## config.mk

```make
export PLATFORM = sky130hd
export DESIGN_NAME = anaglyph_pixel_combine
export DESIGN_NICKNAME = d
export VERILOG_FILES = /design/src/rtl/apc_pkg.sv /design/src/rtl/anaglyph_pixel_combine.sv /design/src/rtl/apc_eye.sv
export SDC_FILE = /design/constraint.sdc
export NUM_CORES = 2
export LEC_CHECK = 0
export BUFFER_PORTS_ARGS = -buffer_cell sky130_fd_sc_hd__buf_2
export CORE_MARGIN = 3
export CORE_UTILIZATION = 60
export DETAILED_ROUTE_END_ITERATION = 10
export GPL_ROUTABILITY_DRIVEN = 0
export HOLD_SLACK_MARGIN = 0.1
export PLACE_DENSITY = 0.83
export SYNTH_ARGS = -nofsm -noshare
export SYNTH_HDL_FRONTEND = slang
export SYNTH_SLANG_ARGS = --single-unit
```

## constraint.sdc

```tcl
create_clock -name clk -period 6.79 [get_ports clk]
set_clock_uncertainty 0.05 [all_clocks]
set_input_delay 1.358 -clock clk [delete_from_list [all_inputs] [get_ports clk]]
set_output_delay 1.358 -clock clk [all_outputs]
set_load 0.01 [all_outputs]
```

## src/rtl/apc_pkg.sv

```systemverilog
// shared types and constants for the anaglyph pixel combiner
// depends on nothing; imported by apc_eye and anaglyph_pixel_combine
package apc_pkg;

  // intensity of one pixel is b + 2r + 4g, at most 1785
  localparam int unsigned IntensityW = 11;
  localparam int unsigned ProdW      = 19;
  localparam int unsigned RecipW     = 20;
  localparam int unsigned DivShift   = 30;

  localparam logic [IntensityW-1:0] MAX_INTENSITY = 11'd1785;
  localparam logic [7:0]            FULL_LEVEL    = 8'd255;

  // ceil(2^30 / 1786): exact floor division for every product below 2^19
  localparam logic [RecipW-1:0]     RECIP_1786    = 20'd601200;

  // output channel codes
  localparam logic [1:0] CH_RED   = 2'd0;
  localparam logic [1:0] CH_GREEN = 2'd1;
  localparam logic [1:0] CH_BLUE  = 2'd2;

  // register indexes on the config port
  localparam logic [2:0] REG_LEFT_CHANNEL  = 3'd0;
  localparam logic [2:0] REG_RIGHT_CHANNEL = 3'd1;
  localparam logic [2:0] REG_LEFT_BOTTOM   = 3'd2;
  localparam logic [2:0] REG_LEFT_TOP      = 3'd3;
  localparam logic [2:0] REG_RIGHT_BOTTOM  = 3'd4;
  localparam logic [2:0] REG_RIGHT_TOP     = 3'd5;

  // stage load enables handed from the pipeline control to the eye datapaths
  typedef struct packed {
    logic en2;
    logic en3;
    logic en4;
    logic en5;
  } apc_ctl_t;

  // floor(x / 1786) by reciprocal multiply, x below 1786 * 255
  function automatic logic [7:0] div_by_1786(input logic [ProdW-1:0] x);
    logic [ProdW+RecipW-1:0] prod;
    prod = {{RecipW{1'b0}}, x} * {{ProdW{1'b0}}, RECIP_1786};
    return prod[DivShift+7:DivShift];
  endfunction

endpackage

```

## src/rtl/anaglyph_pixel_combine.sv

```systemverilog
// top level of the anaglyph pixel combiner: config registers, pipeline control, channel mux
// depends on apc_pkg and apc_eye
//
// Takes one left and one right RGB pixel per word and returns one combined pixel.
// Each eye's intensity (b + 2r + 4g) sets the black lift and white reduction of the
// other eye, then each eye's result is lift + own intensity * scale / 1786, and its low
// 8 bits go to that eye's configured channel (right wins a shared channel, a channel
// code of 3 drops the result, an unused channel reads zero). The pipeline holds six
// register stages, and one word is accepted every cycle as long as out_stall stays low;
// a stall holds each full stage whose next stage cannot load and backs up to in_stall.
// Config registers are read live and must only be written while the pipeline is empty.
module anaglyph_pixel_combine
  import apc_pkg::*;
(
  input  logic       clk,
  input  logic       rst_n,
  // input pixel pair
  input  logic       in_valid,
  output logic       in_stall,
  input  logic [7:0] in_left_red,
  input  logic [7:0] in_left_green,
  input  logic [7:0] in_left_blue,
  input  logic [7:0] in_right_red,
  input  logic [7:0] in_right_green,
  input  logic [7:0] in_right_blue,
  // combined pixel
  output logic       out_valid,
  input  logic       out_stall,
  output logic [7:0] out_red,
  output logic [7:0] out_green,
  output logic [7:0] out_blue,
  // config write port
  input  logic       cfg_we,
  input  logic [2:0] cfg_index,
  input  logic [7:0] cfg_data
);

  logic [1:0] left_channel_r, right_channel_r;
  logic [7:0] left_bottom_r, left_top_r, right_bottom_r, right_top_r;

  logic                  v1_r, v2_r, v3_r, v4_r, v5_r, out_valid_r;
  logic                  en1, en_out;
  apc_ctl_t              ctl;
  logic [IntensityW-1:0] left_int_r, right_int_r;
  logic [IntensityW-1:0] left_int_nxt, right_int_nxt;
  logic [8:0]            left_res, right_res;
  logic [7:0]            red_r, green_r, blue_r;
  logic [7:0]            red_nxt, green_nxt, blue_nxt;

  // config registers
  always_ff @(posedge clk) begin
    if (!rst_n) begin
      left_channel_r  <= CH_RED;
      right_channel_r <= CH_GREEN;
      left_bottom_r   <= 8'd85;
      left_top_r      <= 8'd34;
      right_bottom_r  <= 8'd51;
      right_top_r     <= 8'd0;
    end else if (cfg_we) begin
      unique case (cfg_index)
        REG_LEFT_CHANNEL:  left_channel_r  <= cfg_data[1:0];
        REG_RIGHT_CHANNEL: right_channel_r <= cfg_data[1:0];
        REG_LEFT_BOTTOM:   left_bottom_r   <= cfg_data;
        REG_LEFT_TOP:      left_top_r      <= cfg_data;
        REG_RIGHT_BOTTOM:  right_bottom_r  <= cfg_data;
        REG_RIGHT_TOP:     right_top_r     <= cfg_data;
        default: ;
      endcase
    end
  end

  // stage enables: a stage loads when it is empty or the next one loads
  always_comb begin
    en_out  = !out_valid_r || !out_stall;
    ctl.en5 = !v5_r || en_out;
    ctl.en4 = !v4_r || ctl.en5;
    ctl.en3 = !v3_r || ctl.en4;
    ctl.en2 = !v2_r || ctl.en3;
    en1     = !v1_r || ctl.en2;
  end

  assign in_stall = !en1;

  // valid bits travel with the data
  always_ff @(posedge clk) begin
    if (!rst_n) begin
      v1_r        <= 1'b0;
      v2_r        <= 1'b0;
      v3_r        <= 1'b0;
      v4_r        <= 1'b0;
      v5_r        <= 1'b0;
      out_valid_r <= 1'b0;
    end else begin
      if (en1)     v1_r        <= in_valid;
      if (ctl.en2) v2_r        <= v1_r;
      if (ctl.en3) v3_r        <= v2_r;
      if (ctl.en4) v4_r        <= v3_r;
      if (ctl.en5) v5_r        <= v4_r;
      if (en_out)  out_valid_r <= v5_r;
    end
  end

  // per-eye intensity b + 2r + 4g
  always_comb begin
    left_int_nxt  = {3'b0, in_left_blue} + {2'b0, in_left_red, 1'b0}
                  + {1'b0, in_left_green, 2'b0};
    right_int_nxt = {3'b0, in_right_blue} + {2'b0, in_right_red, 1'b0}
                  + {1'b0, in_right_green, 2'b0};
  end

  always_ff @(posedge clk) begin
    if (en1) begin
      left_int_r  <= left_int_nxt;
      right_int_r <= right_int_nxt;
    end
  end

  // left eye levels follow right intensity and the other way round
  apc_eye u_left (
    .clk        (clk),
    .ctl        (ctl),
    .own_int    (left_int_r),
    .other_int  (right_int_r),
    .bottom_lvl (left_bottom_r),
    .top_lvl    (left_top_r),
    .result     (left_res)
  );

  apc_eye u_right (
    .clk        (clk),
    .ctl        (ctl),
    .own_int    (right_int_r),
    .other_int  (left_int_r),
    .bottom_lvl (right_bottom_r),
    .top_lvl    (right_top_r),
    .result     (right_res)
  );

  // channel placement, right written after left
  always_comb begin
    red_nxt   = 8'd0;
    green_nxt = 8'd0;
    blue_nxt  = 8'd0;
    unique case (left_channel_r)
      CH_RED:   red_nxt   = left_res[7:0];
      CH_GREEN: green_nxt = left_res[7:0];
      CH_BLUE:  blue_nxt  = left_res[7:0];
      default: ;
    endcase
    unique case (right_channel_r)
      CH_RED:   red_nxt   = right_res[7:0];
      CH_GREEN: green_nxt = right_res[7:0];
      CH_BLUE:  blue_nxt  = right_res[7:0];
      default: ;
    endcase
  end

  // output register
  always_ff @(posedge clk) begin
    if (en_out) begin
      red_r   <= red_nxt;
      green_r <= green_nxt;
      blue_r  <= blue_nxt;
    end
  end

  assign out_valid = out_valid_r;
  assign out_red   = red_r;
  assign out_green = green_r;
  assign out_blue  = blue_r;

endmodule

```

## src/rtl/apc_eye.sv

```systemverilog
// one eye's level adjust datapath, four register stages
// depends on apc_pkg; instantiated twice by anaglyph_pixel_combine
module apc_eye
  import apc_pkg::*;
(
  input  logic                  clk,
  input  apc_ctl_t              ctl,
  input  logic [IntensityW-1:0] own_int,
  input  logic [IntensityW-1:0] other_int,
  input  logic [7:0]            bottom_lvl,
  input  logic [7:0]            top_lvl,
  output logic [8:0]            result
);

  logic [ProdW-1:0]      lift_prod_r, lift_prod_nxt;
  logic [ProdW-1:0]      top_prod_r, top_prod_nxt;
  logic [IntensityW-1:0] own_s2_r, own_s3_r;
  logic [7:0]            lift_s3_r, lift_s4_r, lift_s5_r;
  logic [7:0]            top_q_s3_r;
  logic [7:0]            scale_nxt;
  logic [ProdW-1:0]      res_prod_r, res_prod_nxt;
  logic [7:0]            res_q_r;

  // products feeding the black lift and white reduction
  always_comb begin
    lift_prod_nxt = {8'b0, MAX_INTENSITY - other_int} * {{(ProdW-8){1'b0}}, bottom_lvl};
    top_prod_nxt  = {8'b0, other_int} * {{(ProdW-8){1'b0}}, top_lvl};
  end

  always_ff @(posedge clk) begin
    if (ctl.en2) begin
      lift_prod_r <= lift_prod_nxt;
      top_prod_r  <= top_prod_nxt;
      own_s2_r    <= own_int;
    end
  end

  // divide both by 1786
  always_ff @(posedge clk) begin
    if (ctl.en3) begin
      lift_s3_r  <= div_by_1786(lift_prod_r);
      top_q_s3_r <= div_by_1786(top_prod_r);
      own_s3_r   <= own_s2_r;
    end
  end

  // scale never drops below one, so the subtraction stays in range
  always_comb begin
    scale_nxt    = FULL_LEVEL - top_q_s3_r - lift_s3_r;
    res_prod_nxt = {8'b0, own_s3_r} * {{(ProdW-8){1'b0}}, scale_nxt};
  end

  always_ff @(posedge clk) begin
    if (ctl.en4) begin
      res_prod_r <= res_prod_nxt;
      lift_s4_r  <= lift_s3_r;
    end
  end

  // scaled own intensity
  always_ff @(posedge clk) begin
    if (ctl.en5) begin
      res_q_r   <= div_by_1786(res_prod_r);
      lift_s5_r <= lift_s4_r;
    end
  end

  assign result = {1'b0, lift_s5_r} + {1'b0, res_q_r};

endmodule

```

==> flow_summary_export.csv <==
group,metric,value,unit
layout,final_area,62100,sq um
critical_path,critPathArrivalTime,6.64,ns
outcome,status,"complete, no violations",
routing,drc_errors,0,
clock_network,ctsHoldBuffers,0,
placement,placedInstanceArea,60900,sq um
timing,clock.fmax,157,MHz
routing,viasPerCell,5.59,
timing,rsz0062_at_grt,"no",
timing,setup-tns-final,0,ns
critical_path,critPathSlowestCell,"fa_1",
global_route,overflow,0,
synth,async_flop_share,0,%
synth,seq_area_frac_synth,15.9,%
synth,ys_warn_count,0,
timing,holdWs,0.359,ns
min_path,min_path_type,"reg -> reg",
placement,io_buffers,89,
synth,netlist_area,59100,sq um
synth,synth_top_area_share,28.9,%
timing,slew_violations,0,
synth,synth_area_leaders,"fa_1 29%, ha_1 28%, edfxtp_1 14%, inv_1 9.4%, and2_1 2.5%",
layout,nets,8082,
layout,area_growth,5.21,%
die,ios,90,
global_route,grt_pass1_wl,214000,um
critical_path,rrSetupSlack,0.42,ns
layout,final_cell_mix,"1484 x inv_1, 1306 x ha_1, 852 x fa_1",
clock_network,htree_levels,2,
critical_path,cp_cell_sequence,"inv_1 -> ha_1 -> nor2b_1 -> o21ai_1 -> a21boi_0 -> o21ai_1 -> a21boi_1 -> o21a_1 -> or3_1 -> a21boi_0 -> fa_1 -> fa_1 -> fa_1 -> fa_1 -> ha_1 -> and3_1 -> a21oi_1 -> o311ai_1 -> a31o_2 -> a21o_1 -> a21oi_2 -> a21oi_1 -> xnor2_1",
routing,vias,40100,
routing,drtPass1Iterations,6,
layout,mostFrequentLayoutCell,"inv_1",
job,maxCapViolations,0,
die,core,97100,sq um
clock_network,cts_setup_buffers,0,
critical_path,r2r_cells,23,
timing,setup_viol,0,
placement,post-dp-hpwl,106000,um
timing,hold_viol_final,0,
synth,synthCells,5802,
routing,drt_iter0_drc,2577,
min_path,holdPathEnd,"u_right.lift_s5_r[4]$_DFFE_PP_",
clock_network,cts_root_buf,"clkbuf_16",
die,dieArea,102000,sq um
timing,post-route-period-util,93.8,%
clock_network,cts.sinks,326,
timing,min_period,6.37,ns
routing,drt_wl_total,128000,um
critical_path,crit_top_cell,"fa_1",
critical_path,crit-reg2reg-launch,"u_left.lift_s3_r[1]$_DFFE_PP_",
routing,wl_per_cell,17.8,um
clock_network,cts_buffers,38,
min_path,hp-start,"u_right.lift_s4_r[4]$_DFFE_PP_",
synth,ys.flop_type,"edfxtp_1",
timing,relSlewSlack,19.0,%
die,die_h,320,um
critical_path,critPathKind,"reg -> reg",
clock_network,clkTransAtPathRegs,0.07,ns
critical_path,cp-start-kind,"flip-flop",
clock_network,cts_tree,"built",
critical_path,required,7.06,ns
timing,tightest_slew,1.21,ns
global_route,antenna_found_initial,4,
die,fp-row-count,114,
synth,syn_area_per_cell,10.2,sq um
global_route,grt.total_usage,25.8,%
synth,synth_fp_nets,8024,
synth,yosys.area.top_type,"fa_1",
clock_network,cts-resized-gates,0,
synth,ys_seq_elements,326,
critical_path,endpoint_kind,"flip-flop",
routing,ant_nets,0,
global_route,grt_pass1_vias,43900,
layout,fill_cells,7158,
layout,multi_input_area,43800,sq um
die,initial_core_util,60.8,%
layout,drive_gt1_share,3.50,%
synth,synth_edf_count,284,
layout,regArea,9370,sq um
clock_network,clockBufferDepth,3,
min_path,hold_depth,0,
global_route,grt_start_max_net_pins,55,
critical_path,reg2reg_to,"u_left.res_prod_r[18]$_DFFE_PP_",
die,die_w,320,um
clock_network,clk_latency,0.57,ns
critical_path,crit_path_max_incr_delay,0.52,ns
critical_path,cp_max_fo,11,
synth,synth_cell_type_count,71,
-- synthesized netlist by cell type (25+ instances only) --
master and number:
xnor2_1 137, nor2_1 105, edfxtp_1 284, ha_1 1306
a21o_1 75, nor2b_1 64, nand3_1 52, nand2_1 359
a21oi_1 146, a21boi_0 45, fa_1 852, clkbuf_1 81
nand2b_1 38, xor2_1 50, o21bai_1 25, and2_1 239
inv_1 1485, dfxtp_1 42, o21ai_0 92, nor3_1 59
-- cell families (layout without fill, tap and decap cells) --
family | count (synthesis) | after routing | share of synthesized area (%)
adders and majority gates | 2158 | 2158 | 56.6
and+or+nand+nor | 991 | 991 | 8.35
DFF | 326 | 326 | 15.9
muxes | 5 | 5 | 0.0848
other | 0 | 2 | 0
buffers and inverters | 1568 | 1655 | 9.97
AOI/OAI and AO/OA | 567 | 567 | 6.40
xor gates and xnor gates | 187 | 187 | 2.77
-- metal layers --
layer | track usage [%] | wire length, um
met1 | 33.7 | 53600
met2 | 44.0 | 61300
met3 | 4.38 | 8930
met4 | 7.78 | 3810
met5 | 0 | 13
-- flip-flops by register name, indices dropped and copies added (netlist names), 11 cells and up --
name and count:
u_left.lift_prod_r 19, u_left.res_prod_r 19, u_left.top_prod_r 19, u_right.lift_prod_r 19, u_right.res_prod_r 19, u_right.top_prod_r 19
left_int_r 11, right_int_r 11, u_left.own_s2_r 11, u_left.own_s3_r 11, u_right.own_s2_r 11, u_right.own_s3_r 11
-- per-stage QoR --
step           cells  utilization [%]  setup slack (ns)
2_1_floorplan   5802                -              1.01
6_report        7167             64.0             0.424
3_3_place_gp    7096             62.7             0.831
5_1_grt         7165             64.0            0.0851
4_1_cts         7165             64.0             0.474
3_5_place_dp    7096             62.7             0.541
-- critical path, delay by kind of cell (launching register included) --
family / cells / cell delay (ns)
AO/OA/AOI/OAI: 12 / 2.12
flip-flops: 1 / 0.37
AND/OR/NAND/NOR: 3 / 0.81
adder cells (fa/ha/maj): 6 / 2.52
buffers and inverters: 1 / 0.12
XOR/XNOR: 1 / 0.12
-- area by class of cell --
cell class / instances / share of cell area, %
well taps: 1276 / 2.57
inverters: 1485 / 8.97
flip-flops and latches: 326 / 15.1
clock buffers: 50 / 1.70
repair buffers: 101 / 0.862
clock inverters: 19 / 0.290
multi-input cells: 3908 / 70.5
diodes: 2 / 0.00806
-- worst max-delay path by stage --
stage	from	to	slack, ns	cells after the start
floorplan	u_left.lift_s3_r[1]$_DFFE_PP_	u_left.res_prod_r[18]$_DFFE_PP_	1.01	24
global placement	u_left.lift_s3_r[1]$_DFFE_PP_	u_left.res_prod_r[18]$_DFFE_PP_	0.83	23
detailed placement	u_left.lift_s3_r[1]$_DFFE_PP_	u_left.res_prod_r[18]$_DFFE_PP_	0.54	23
CTS	u_left.lift_s3_r[1]$_DFFE_PP_	u_left.res_prod_r[18]$_DFFE_PP_	0.47	23
global route	u_left.lift_s3_r[1]$_DFFE_PP_	u_left.res_prod_r[18]$_DFFE_PP_	0.09	23
finish	u_left.lift_s3_r[1]$_DFFE_PP_	u_left.res_prod_r[18]$_DFFE_PP_	0.42	23
Power is left out: the tool's default activity adds up to more than one toggle a clock period on the data nets, which glitch-free logic cannot reach.
